[src/sv/udt_pkg.sv]
package udt_pkg;

  typedef enum logic [2:0] {
    MODE_IDLE    = 3'd0,
    MODE_COMMENT = 3'd1,
    MODE_STRING  = 3'd2,
    MODE_ESCAPE  = 3'd3,
    MODE_MINUS   = 3'd4,
    MODE_INT     = 3'd5,
    MODE_FRAC    = 3'd6,
    MODE_IDENT   = 3'd7
  } mode_t;

  localparam int KW_COUNT = 40;
  localparam int KW_MAXLEN = 18;

  localparam logic [5:0] KIND_EOF    = 6'd0;
  localparam logic [5:0] KIND_IDENT  = 6'd1;
  localparam logic [5:0] KIND_INT    = 6'd2;
  localparam logic [5:0] KIND_FLOAT  = 6'd3;
  localparam logic [5:0] KIND_STRING = 6'd4;
  localparam logic [5:0] KIND_BOOL   = 6'd5;
  localparam logic [5:0] KIND_ERROR  = 6'd6;
  localparam logic [5:0] KIND_OP0    = 6'd7;

  localparam logic [7:0] CH_BANG   = 8'h21;
  localparam logic [7:0] CH_QUOTE  = 8'h27;
  localparam logic [7:0] CH_CR     = 8'h0D;
  localparam logic [7:0] CH_LF     = 8'h0A;
  localparam logic [7:0] CH_BSLASH = 8'h5C;
  localparam logic [7:0] CH_MINUS  = 8'h2D;
  localparam logic [7:0] CH_DOT    = 8'h2E;

  // one result record
  typedef struct packed {
    logic        record_kind;
    logic [7:0]  text_byte;
    logic [5:0]  token_kind;
    logic [15:0] line_number;
    logic [15:0] column_number;
    logic        unterminated;
    logic        last;
  } rec_t;

  // up to four records produced by one input beat
  typedef struct packed {
    logic [2:0]     count;
    rec_t [3:0]     recs;
  } bundle_t;

  typedef logic [KW_MAXLEN*8-1:0] spell_t;

  function automatic spell_t kw_spell(input int i);
    string s;
    spell_t r;
    case (i)
      0: s = "module";           1: s = "end";             2: s = "procedure";
      3: s = "object";           4: s = "value";           5: s = "list";
      6: s = "include";          7: s = "arguments";       8: s = "callbacks";
      9: s = "controls";         10: s = "identifier";     11: s = "integer";
      12: s = "boolean";         13: s = "float";          14: s = "string";
      15: s = {string'("compound"), "_string"};
      16: s = {string'("font"), "_table"};
      17: s = "font";
      18: s = "color";           19: s = "pixmap";         20: s = "icon";
      21: s = "reason";          22: s = "argument";
      23: s = {string'("translation"), "_table"};
      24: s = "keysym";
      25: s = {string'("character"), "_set"};
      26: s = "names";
      27: s = {string'("case"), "_sensitive"};
      28: s = {string'("case"), "_insensitive"};
      29: s = "version";
      30: s = "managed";         31: s = "unmanaged";      32: s = "private";
      33: s = "exported";        34: s = "imported";       35: s = "separate";
      36: s = "true";            37: s = "false";          38: s = "on";
      default: s = "off";
    endcase
    r = '0;
    for (int k = 0; k < KW_MAXLEN; k++) begin
      if (k < s.len()) r[k*8 +: 8] = s[k];
    end
    return r;
  endfunction

  function automatic logic [4:0] kw_len(input int i);
    spell_t s;
    logic [4:0] n;
    s = kw_spell(i);
    n = '0;
    for (int k = 0; k < KW_MAXLEN; k++) begin
      if (s[k*8 +: 8] != 8'h00) n = n + 5'd1;
    end
    return n;
  endfunction

  function automatic logic [5:0] kw_kind(input int i);
    logic [5:0] r;
    if (i == 36 || i == 37) r = KIND_BOOL;
    else if (i > 37) r = 6'(i + 19);
    else r = 6'(i + 21);
    return r;
  endfunction

  function automatic logic [5:0] op_kind(input logic [7:0] b);
    logic [5:0] r;
    case (b)
      8'h3D: r = KIND_OP0;
      8'h3B: r = KIND_OP0 + 6'd1;
      8'h3A: r = KIND_OP0 + 6'd2;
      8'h2C: r = KIND_OP0 + 6'd3;
      8'h7B: r = KIND_OP0 + 6'd4;
      8'h7D: r = KIND_OP0 + 6'd5;
      8'h28: r = KIND_OP0 + 6'd6;
      8'h29: r = KIND_OP0 + 6'd7;
      8'h26: r = KIND_OP0 + 6'd8;
      8'h2B: r = KIND_OP0 + 6'd9;
      8'h2A: r = KIND_OP0 + 6'd10;
      8'h2F: r = KIND_OP0 + 6'd11;
      8'h7E: r = KIND_OP0 + 6'd12;
      8'h23: r = KIND_OP0 + 6'd13;
      default: r = KIND_ERROR;
    endcase
    return r;
  endfunction

endpackage

[src/sv/udt_back.sv]
module udt_back import udt_pkg::*; (
  input  logic    clk,
  input  logic    rst,
  input  logic    q_valid,
  input  bundle_t q_data,
  output logic    pop,
  output logic    out_valid,
  input  logic    out_ready,
  output rec_t    out_rec
);

  logic [1:0] idx;
  logic       send;

  assign out_valid = q_valid;
  assign out_rec = q_data.recs[idx];
  assign send = out_valid && out_ready;
  assign pop = send && ({1'b0, idx} + 3'd1 == q_data.count);

  // step through the records of the head bundle
  always_ff @(posedge clk) begin
    if (rst) begin
      idx <= '0;
    end else if (pop) begin
      idx <= '0;
    end else if (send) begin
      idx <= idx + 2'd1;
    end
  end

endmodule

[config.mk]
export PLATFORM = sky130hd
export DESIGN_NAME = udt_back
export DESIGN_NICKNAME = d
export VERILOG_FILES = /design/src/sv/udt_pkg.sv /design/src/sv/udt_back.sv
export SDC_FILE = /design/constraint.sdc
export NUM_CORES = 1
export LEC_CHECK = 0
export BUFFER_PORTS_ARGS = -buffer_cell sky130_fd_sc_hd__clkbuf_2
export CORE_AREA = 2 2 99 101
export CTS_CLUSTER_DIAMETER = 80
export DETAILED_ROUTE_END_ITERATION = 16
export DIE_AREA = 0 0 101 103
export GPL_TIMING_DRIVEN = 0
export PLACE_DENSITY = 0.59
export SLEW_MARGIN = 0
export SYNTH_ARGS = -nofsm -noshare
export SYNTH_HDL_FRONTEND = slang
export SYNTH_SLANG_ARGS = --single-unit
[constraint.sdc]
create_clock -name clk -period 1.3 [get_ports clk]
set_input_delay 0.26 -clock clk [delete_from_list [all_inputs] [get_ports clk]]
set_output_delay 0.26 -clock clk [all_outputs]
set_load 0.005 [all_outputs]
==> flow_summary.ini <==
[synthesis]
synth.distinct_cells = 17
async_reset_ff_share_pct = 0
ys_ff_latch = 2
synth_area_leader_cell = mux4_2
synthFlopType = dfxtp_1
synth_edf_count = 0
synth.avg_cell_area_um2 = 17.5
syn_area_mm2 = 0.00135
synthTopCellsByArea = mux4_2, buf_6, dfxtp_1, xor2_1, buf_2
yosys_warnings = 0
yosys.area_share.simple_pct = 2.50
synth_fa_ha_area_share_pct = 0.927
synth_xor_area_share_pct = 2.59
synth_top_family_by_area = multiplexers
netlist_instances = 77
synth_nets = 281
yosysSeqAreaShare_pct = 2.97
synth.top_cell.area_share_pct = 81.7
synth_compound_area_share_pct = 0.927
synth.area.mux_share_pct = 81.7

[placed_design]
post_dp_cell_area_mm2 = 0.00280
gp_congestion = 0.729
pre_cts_slack_ns = -0.499
hpwlAfterDp_um = 6480
dp.cells = 444
port_buffers = 253

[timing]
setup_slack_ns = -0.486
rsz0062_at_grt = yes
fin_crit_ns = 1.79
finalHoldViolCount = 0
setup_viol = 51
holdWs_ns = 0.225
maxClockFrequency_mhz = 560
fin_skew_ns = 0.00182
maxSlewHeadroom_pct = 81.4
fin_tns_setup_ns = -22.75
final.period_utilization_pct = 137
slew_violations = 0
tightest_slew_ns = 0.278

[status]
outcome = finished, violations left
violations = setup timing

[route]
wl_per_cell_um = 15.8
routed-via-count = 1989
drt_iter0_markers = 19
routed_wl_um = 7180
ant_nets = 0
dr.pass1.iters = 4
drc = 0
viasPerCell = 4.39

[cells_and_area]
top_regs = idx: 2 flops
largest_reg_flops = 2
layout_commonest_cell = clkbuf_2
area_growth_pct = 122
antenna_cells = 0
drive_gt1_share_pct = 96.2
fin_cells = 453
finalNetCount = 545
fin_util_pct = 31.7
stdcell_area_mm2 = 0.00300
top_register = idx
fillerInstances = 1005
mostFrequentLayoutCells = clkbuf_2, mux4_2, buf_12, buf_4, clkbuf_16

[clock_network]
holdBufCountCts = 0
clkSinkCount = 2
cts_tree = done
clock_latency_ns = 0.21
ctsHtreeMaxLevel = 1
clk_pin_slew_ns = 0.03
cts_buffers = 3
cts-root-buf = clkbuf_8
cts.path.max_buffers = 2

[floorplanning]
dieArea_mm2 = 0.0104
core_mm2 = 0.00946
start_util_pct = 14.3
die_x_um = 101
rows = 36
io_pins = 254
dieHeight_um = 103

[global_routing]
grt_overflow = 0
antenna_found_initial = 0
grt_pass1_vias = 1931
grt_max_degree = 11
grt_pass1_wl_um = 9360
gr-usage-all-layers_pct = 11.6

[worst_setup_path]
critical_path.max_fanout = 9
cp.required_ns = 1.04
critical_path_class = reg -> out
endpoint_kind = output pin
arrival_ns = 1.53
worstSetupStartpointType = flip-flop

[job]
drv_cap = 0

[pwr]
power.leakage_nw = 1.54
peakVddDrop_mv = 0.488
p_total_mw = 1.43
power_density_mw_per_mm2 = 478

[min_path]
hold_path_class = in -> reg
worst max-delay path, cell delays in order (launching register included):
cell and delay [ns]:
dfxtp_4 0.37, buf_12 0.15, buf_12 0.14, mux4_2 0.52, clkbuf_2 0.13
kinds of logic (layout without fill, tap and decap cells):
| logic type | count (synthesis) | count (layout) |
|---|---|---|
| XOR/XNOR | 4 | 4 |
| buffers and inverters | 13 | 275 |
| adder cells (fa/ha/maj) | 1 | 1 |
| flip-flops | 2 | 2 |
| multiplexers | 49 | 49 |
| AND/OR/NAND/NOR | 6 | 6 |
| AO/OA/AOI/OAI | 2 | 2 |
power by group:
| part | switching [mW] | internal, mW |
|---|---|---|
| sequential | 0.00639 | 0.0661 |
| clock | 0.0527 | 0.196 |
| combinational | 0.372 | 0.738 |
| total | 0.431 | 1.00 |
layout make-up:
type	instances	area, um2	share of cell area (%)
flip-flops and latches	2	43.8	1.46
clock buffers	3	41.3	1.38
repair buffers	259	1390	46.5
multi-input cells	62	1200	40.2
well taps	114	143	4.76
plain buffers	13	173	5.76
synth_stat cells (2+ instances only):
cell,number
mux4_2,49
nand2_1,2
dfxtp_1,2
buf_6,5
buf_2,5
xor2_1,3
routing by layer:
| layer | up-vias | track usage, % | share of wire (%) |
|---|---|---|---|
| li1 | 903 | - | - |
| met1 | 971 | 14.1 | 38 |
| met2 | 113 | 22.4 | 55 |
| met3 | 2 | 1.36 | 6.7 |
| met4 | 0 | 1.46 | 0.17 |
| met5 | - | 0 | 0 |
what timing repair did:
item                       4_1_cts  5_1_grt
setup endpoints to repair       52       52
resized for setup                9        2
setup buffers                    2        0
pin swaps                        0        1
cloned                           0        4
path summary, 6_finish.rpt:
kind | startpoint | end | slack (ns) | cells past startpoint
worst min-delay path | rst | idx[0] | 0.23 | 2
worst max-delay path | idx[0] | out_rec[38] | -0.49 | 4
worst min register to register | idx[1] | idx[1] | 0.84 | 4
worst max register to register | idx[0] | idx[0] | -0.03 | 4
(Power assumes the default switching activity.)
