File: src/sv/udt_pkg.sv
package udt_pkg;

  typedef enum logic [2:0] {
    MODE_IDLE    = 3'd0,
    MODE_COMMENT = 3'd1,
    MODE_STRING  = 3'd2,
    MODE_ESCAPE  = 3'd3,
    MODE_MINUS   = 3'd4,
    MODE_INT     = 3'd5,
    MODE_FRAC    = 3'd6,
    MODE_IDENT   = 3'd7
  } mode_t;

  localparam int KW_COUNT = 40;
  localparam int KW_MAXLEN = 18;

  localparam logic [5:0] KIND_EOF    = 6'd0;
  localparam logic [5:0] KIND_IDENT  = 6'd1;
  localparam logic [5:0] KIND_INT    = 6'd2;
  localparam logic [5:0] KIND_FLOAT  = 6'd3;
  localparam logic [5:0] KIND_STRING = 6'd4;
  localparam logic [5:0] KIND_BOOL   = 6'd5;
  localparam logic [5:0] KIND_ERROR  = 6'd6;
  localparam logic [5:0] KIND_OP0    = 6'd7;

  localparam logic [7:0] CH_BANG   = 8'h21;
  localparam logic [7:0] CH_QUOTE  = 8'h27;
  localparam logic [7:0] CH_CR     = 8'h0D;
  localparam logic [7:0] CH_LF     = 8'h0A;
  localparam logic [7:0] CH_BSLASH = 8'h5C;
  localparam logic [7:0] CH_MINUS  = 8'h2D;
  localparam logic [7:0] CH_DOT    = 8'h2E;

  // one result record
  typedef struct packed {
    logic        record_kind;
    logic [7:0]  text_byte;
    logic [5:0]  token_kind;
    logic [15:0] line_number;
    logic [15:0] column_number;
    logic        unterminated;
    logic        last;
  } rec_t;

  // up to four records produced by one input beat
  typedef struct packed {
    logic [2:0]     count;
    rec_t [3:0]     recs;
  } bundle_t;

  typedef logic [KW_MAXLEN*8-1:0] spell_t;

  function automatic spell_t kw_spell(input int i);
    string s;
    spell_t r;
    case (i)
      0: s = "module";           1: s = "end";             2: s = "procedure";
      3: s = "object";           4: s = "value";           5: s = "list";
      6: s = "include";          7: s = "arguments";       8: s = "callbacks";
      9: s = "controls";         10: s = "identifier";     11: s = "integer";
      12: s = "boolean";         13: s = "float";          14: s = "string";
      15: s = {string'("compound"), "_string"};
      16: s = {string'("font"), "_table"};
      17: s = "font";
      18: s = "color";           19: s = "pixmap";         20: s = "icon";
      21: s = "reason";          22: s = "argument";
      23: s = {string'("translation"), "_table"};
      24: s = "keysym";
      25: s = {string'("character"), "_set"};
      26: s = "names";
      27: s = {string'("case"), "_sensitive"};
      28: s = {string'("case"), "_insensitive"};
      29: s = "version";
      30: s = "managed";         31: s = "unmanaged";      32: s = "private";
      33: s = "exported";        34: s = "imported";       35: s = "separate";
      36: s = "true";            37: s = "false";          38: s = "on";
      default: s = "off";
    endcase
    r = '0;
    for (int k = 0; k < KW_MAXLEN; k++) begin
      if (k < s.len()) r[k*8 +: 8] = s[k];
    end
    return r;
  endfunction

  function automatic logic [4:0] kw_len(input int i);
    spell_t s;
    logic [4:0] n;
    s = kw_spell(i);
    n = '0;
    for (int k = 0; k < KW_MAXLEN; k++) begin
      if (s[k*8 +: 8] != 8'h00) n = n + 5'd1;
    end
    return n;
  endfunction

  function automatic logic [5:0] kw_kind(input int i);
    logic [5:0] r;
    if (i == 36 || i == 37) r = KIND_BOOL;
    else if (i > 37) r = 6'(i + 19);
    else r = 6'(i + 21);
    return r;
  endfunction

  function automatic logic [5:0] op_kind(input logic [7:0] b);
    logic [5:0] r;
    case (b)
      8'h3D: r = KIND_OP0;
      8'h3B: r = KIND_OP0 + 6'd1;
      8'h3A: r = KIND_OP0 + 6'd2;
      8'h2C: r = KIND_OP0 + 6'd3;
      8'h7B: r = KIND_OP0 + 6'd4;
      8'h7D: r = KIND_OP0 + 6'd5;
      8'h28: r = KIND_OP0 + 6'd6;
      8'h29: r = KIND_OP0 + 6'd7;
      8'h26: r = KIND_OP0 + 6'd8;
      8'h2B: r = KIND_OP0 + 6'd9;
      8'h2A: r = KIND_OP0 + 6'd10;
      8'h2F: r = KIND_OP0 + 6'd11;
      8'h7E: r = KIND_OP0 + 6'd12;
      8'h23: r = KIND_OP0 + 6'd13;
      default: r = KIND_ERROR;
    endcase
    return r;
  endfunction

endpackage

File: src/sv/udt_queue.sv
module udt_queue import udt_pkg::*; (
  input  logic    clk,
  input  logic    rst,
  input  logic    push,
  input  bundle_t push_data,
  output logic    full,
  output logic    pop_valid,
  output bundle_t pop_data,
  input  logic    pop
);

  bundle_t    slots [2];
  logic       wr_ptr, rd_ptr;
  logic [1:0] fill;

  assign full = fill == 2'd2;
  assign pop_valid = fill != 2'd0;
  assign pop_data = slots[rd_ptr];

  // hold bundles between scanner and serializer
  always_ff @(posedge clk) begin
    if (push) slots[wr_ptr] <= push_data;
  end

  always_ff @(posedge clk) begin
    if (rst) begin
      wr_ptr <= 1'b0;
      rd_ptr <= 1'b0;
      fill <= 2'd0;
    end else begin
      if (push) wr_ptr <= !wr_ptr;
      if (pop) rd_ptr <= !rd_ptr;
      fill <= fill + {1'b0, push} - {1'b0, pop};
    end
  end

endmodule

File: config.mk
export PLATFORM = sky130hd
export DESIGN_NAME = udt_queue
export DESIGN_NICKNAME = d
export VERILOG_FILES = /design/src/sv/udt_pkg.sv /design/src/sv/udt_queue.sv
export SDC_FILE = /design/constraint.sdc
export NUM_CORES = 1
export LEC_CHECK = 0
export BUFFER_PORTS_ARGS = -buffer_cell sky130_fd_sc_hd__buf_2
export CAP_MARGIN = 20
export CELL_PAD_IN_SITES_DETAIL_PLACEMENT = 1
export CELL_PAD_IN_SITES_GLOBAL_PLACEMENT = 1
export CORE_AREA = 3 3 221 223
export CTS_CLUSTER_DIAMETER = 80
export DETAILED_ROUTE_END_ITERATION = 12
export DIE_AREA = 0 0 224 226
export PLACE_DENSITY = 0.7
export SYNTH_ARGS = -nofsm -noshare
export SYNTH_HDL_FRONTEND = slang
export SYNTH_SLANG_ARGS = --single-unit
export TNS_END_PERCENT = 20
File: constraint.sdc
create_clock -name clk -period 13.02 [get_ports clk]
set_input_delay 0.651 -clock clk [delete_from_list [all_inputs] [get_ports clk]]
set_output_delay 0.651 -clock clk [all_outputs]
set_load 0.03 [all_outputs]
==> summary.txt <==
Routing
  • Drt pass-1 iters: 4
  • Final wirelength: 33300 um
  • First-iteration detailed-routing DRC count: 371
  • # DRC: 0
  • Vias: 7563
  • Post-route ant nets: 0
  • Vias per Instance: 4.40
  • Drt wl/cell: 19.4 um

Power and ir drop
  • Cell leakage power: 7.24 nW
  • Total design power: 3.13 mW
  • Pwr dens: 165 mW/mm^2
  • Maximum vdd drop: 119 uV

Floorplan
  • Core Area: 0.0468 mm^2
  • Chip width: 224 um
  • Starting Density: 32.0%
  • Site row count: 79
  • Die ar.: 0.0506 mm^2
  • I/O Pins: 404
  • Die Span Y: 226 um

Clock network
  • CTS Hold Buffers Added: 0
  • CTS clk-pin slew, worst paths: 0.06 ns
  • CTS root buf: clkbuf_16
  • CTS H-Tree Depth: 2
  • CTS max path bufs: 3
  • Post-CTS setup buffer count: 0
  • Sink Count: 403
  • Worst skew pair latency: 0.54 ns
  • CTS tree: yes
  • Resized cells post-CTS: 0
  • Num CTS Buffers: 43

Synth
  • Synth cell types: 14
  • Post-Syn Nets: 845
  • Ys Warns: 0
  • Top area cells in the synthesized netlist: edfxtp_1 80%, mux2_4 10%, mux2_2 7.4%, buf_6 1.1%, dfxtp_1 0.67%
  • Top cell type by total area after synthesis: edfxtp_1
  • Synthesized area: 0.0150 mm^2
  • Mean Syn Cell Area: 23.4 um^2
  • Post-synth top area share: 79.8%
  • Mapped Cells: 640
  • Sequential element share of the synthesized area: 80.4%
  • #FFs+latches synth: 403

GRT
  • Overall Global Routing Usage: 12.5%
  • Global-route wire length before repair: 48600 um
  • Grt total ovfl: 0
  • Largest net degree at the start of global routing: 141
  • Antenna violations before repair: 10
  • Vias in the first global route: 8181

Final layout
  • Register Area: 0.0121 mm^2
  • Multi-input gate area: 0.00274 mm^2
  • Final #Nets: 1279
  • Final-layout fill cell count: 4656
  • Post-layout util: 40.6%
  • Design Area, Final: 0.0190 mm^2
  • Share of layout cells above drive strength 1: 60.8%
  • Fin cells: 1719
  • Most frequent cells in the layout: 403 x buf_2, 398 x edfxtp_1, 100 x mux2_4, 99 x mux2_2, 45 x clkbuf_16
  • Area delta synth->final: 26.7%
  • Commonest non-fill, non-tap cell in the layout: buf_2

Timing
  • # setup viols final: 0
  • Setup TNS: 0 ns
  • Worst-margin pin slew: 0.994 ns
  • Post-route setup slack: 8.84 ns
  • Max Freq: 239 MHz
  • Fin. Hold Viols: 0
  • Slew headroom: 33.7%
  • RSZ-0062 raised after global routing: no
  • Worst Clk Skew: 0.0112 ns
  • Tmin final: 4.18 ns
  • Worst hold slack: 0.294 ns
  • Final Max Tran Viols: 0
  • Fin crit share: 32.1%

Worst setup path
  • Worst setup EP type: output pin
  • Max FO, Critical Path: 59
  • CP Class: flip-flop to output pin
  • WP data required: 12.37 ns
  • Startpoint types: flip-flop
  • CP arrival: 3.53 ns

Place
  • DP Area: 0.0176 mm^2
  • DP HPWL: 22700 um
  • Port bufs: 403
  • Pre-CTS setup slack: 9.38 ns
  • Cell Count Post-Placement: 1636
  • Final RePlAce weighted congestion: 0.727

Flow run
  • Max Cap Viol: 0

Worst hold path
  • Min-delay worst type: primary input to flip-flop

Outcome
  • Status: finished, final reports clean
[registers in the layout (all words and copies together) (netlist names), named ones only]
register	flops
slots	398
fill	2
rd_ptr	1
wr_ptr	1
[worst paths after layout]
path | slack [ns] | depth (start not counted) | from | to
worst min-delay path | 0.29 | 1 | push_data[71] | slots[0][71]$_DFFE_PP_
worst min register to register | 0.54 | 2 | rd_ptr$_SDFFE_PP0P_ | rd_ptr$_SDFFE_PP0P_
worst max-delay path | 8.84 | 4 | flip-flop | pop_data[98]
worst max register to register | 10.37 | 3 | wr_ptr$_SDFFE_PP0P_ | slots[1][114]$_DFFE_PP_
[where the power goes]
group          leakage, nW  switching [mW]  internal (mW)  total (mW)
logic                 2.82           0.278          0.165       0.443
clock network        0.642           0.477          0.669        1.15
registers             3.78          0.0250           1.52        1.54
[critical path, cell delays in order (launching register included)]
cell and delay, ns:
dfxtp_4 0.65, buf_4 0.78, buf_4 0.83, mux2_4 0.36, buf_2 0.18
[cell usage after synthesis]
cell and count:
edfxtp_1 398, mux2_4 100, mux2_2 99, buf_6 14, buf_2 8, dfxtp_1 5, nor2_1 4, nor2b_1 3
ha_1 2, inv_1 2, xnor2_1 2, and2_1 1, or2_2 1, xnor3_1 1
[per-layer routing]
| layer | part of all wire [%] | routed length (um) | global-route usage [%] | up-vias |
|---|---|---|---|---|
| met4 | 2.3 | 780 | 3.90 | 8 |
| met5 | 0.16 | 53 | 0 | - |
| li1 | - | - | - | 3429 |
| met2 | 49 | 16300 | 21.0 | 295 |
| met1 | 40 | 13200 | 15.0 | 3771 |
| met3 | 8.9 | 2980 | 4.91 | 60 |
[cell families after synthesis]
logic type	Yosys count	synth area share (%)
flip-flops	403	80.4
multiplexers	199	17.5
buffers and inverters	24	1.37
AND/OR/NAND/NOR	9	0.309
XOR/XNOR	3	0.267
adder cells (fa/ha/maj)	2	0.167
[layout make-up]
cell class              count  area share, %
diodes                      6         0.0791
multi-input cells         213           14.4
flip-flops and latches    403           63.5
repair buffers            411           11.0
inverters                   2         0.0395
clock buffers              53           6.09
well taps                 607           4.00
clock inverters            24          0.883
Note: power is estimated with default switching activity, not from simulation.
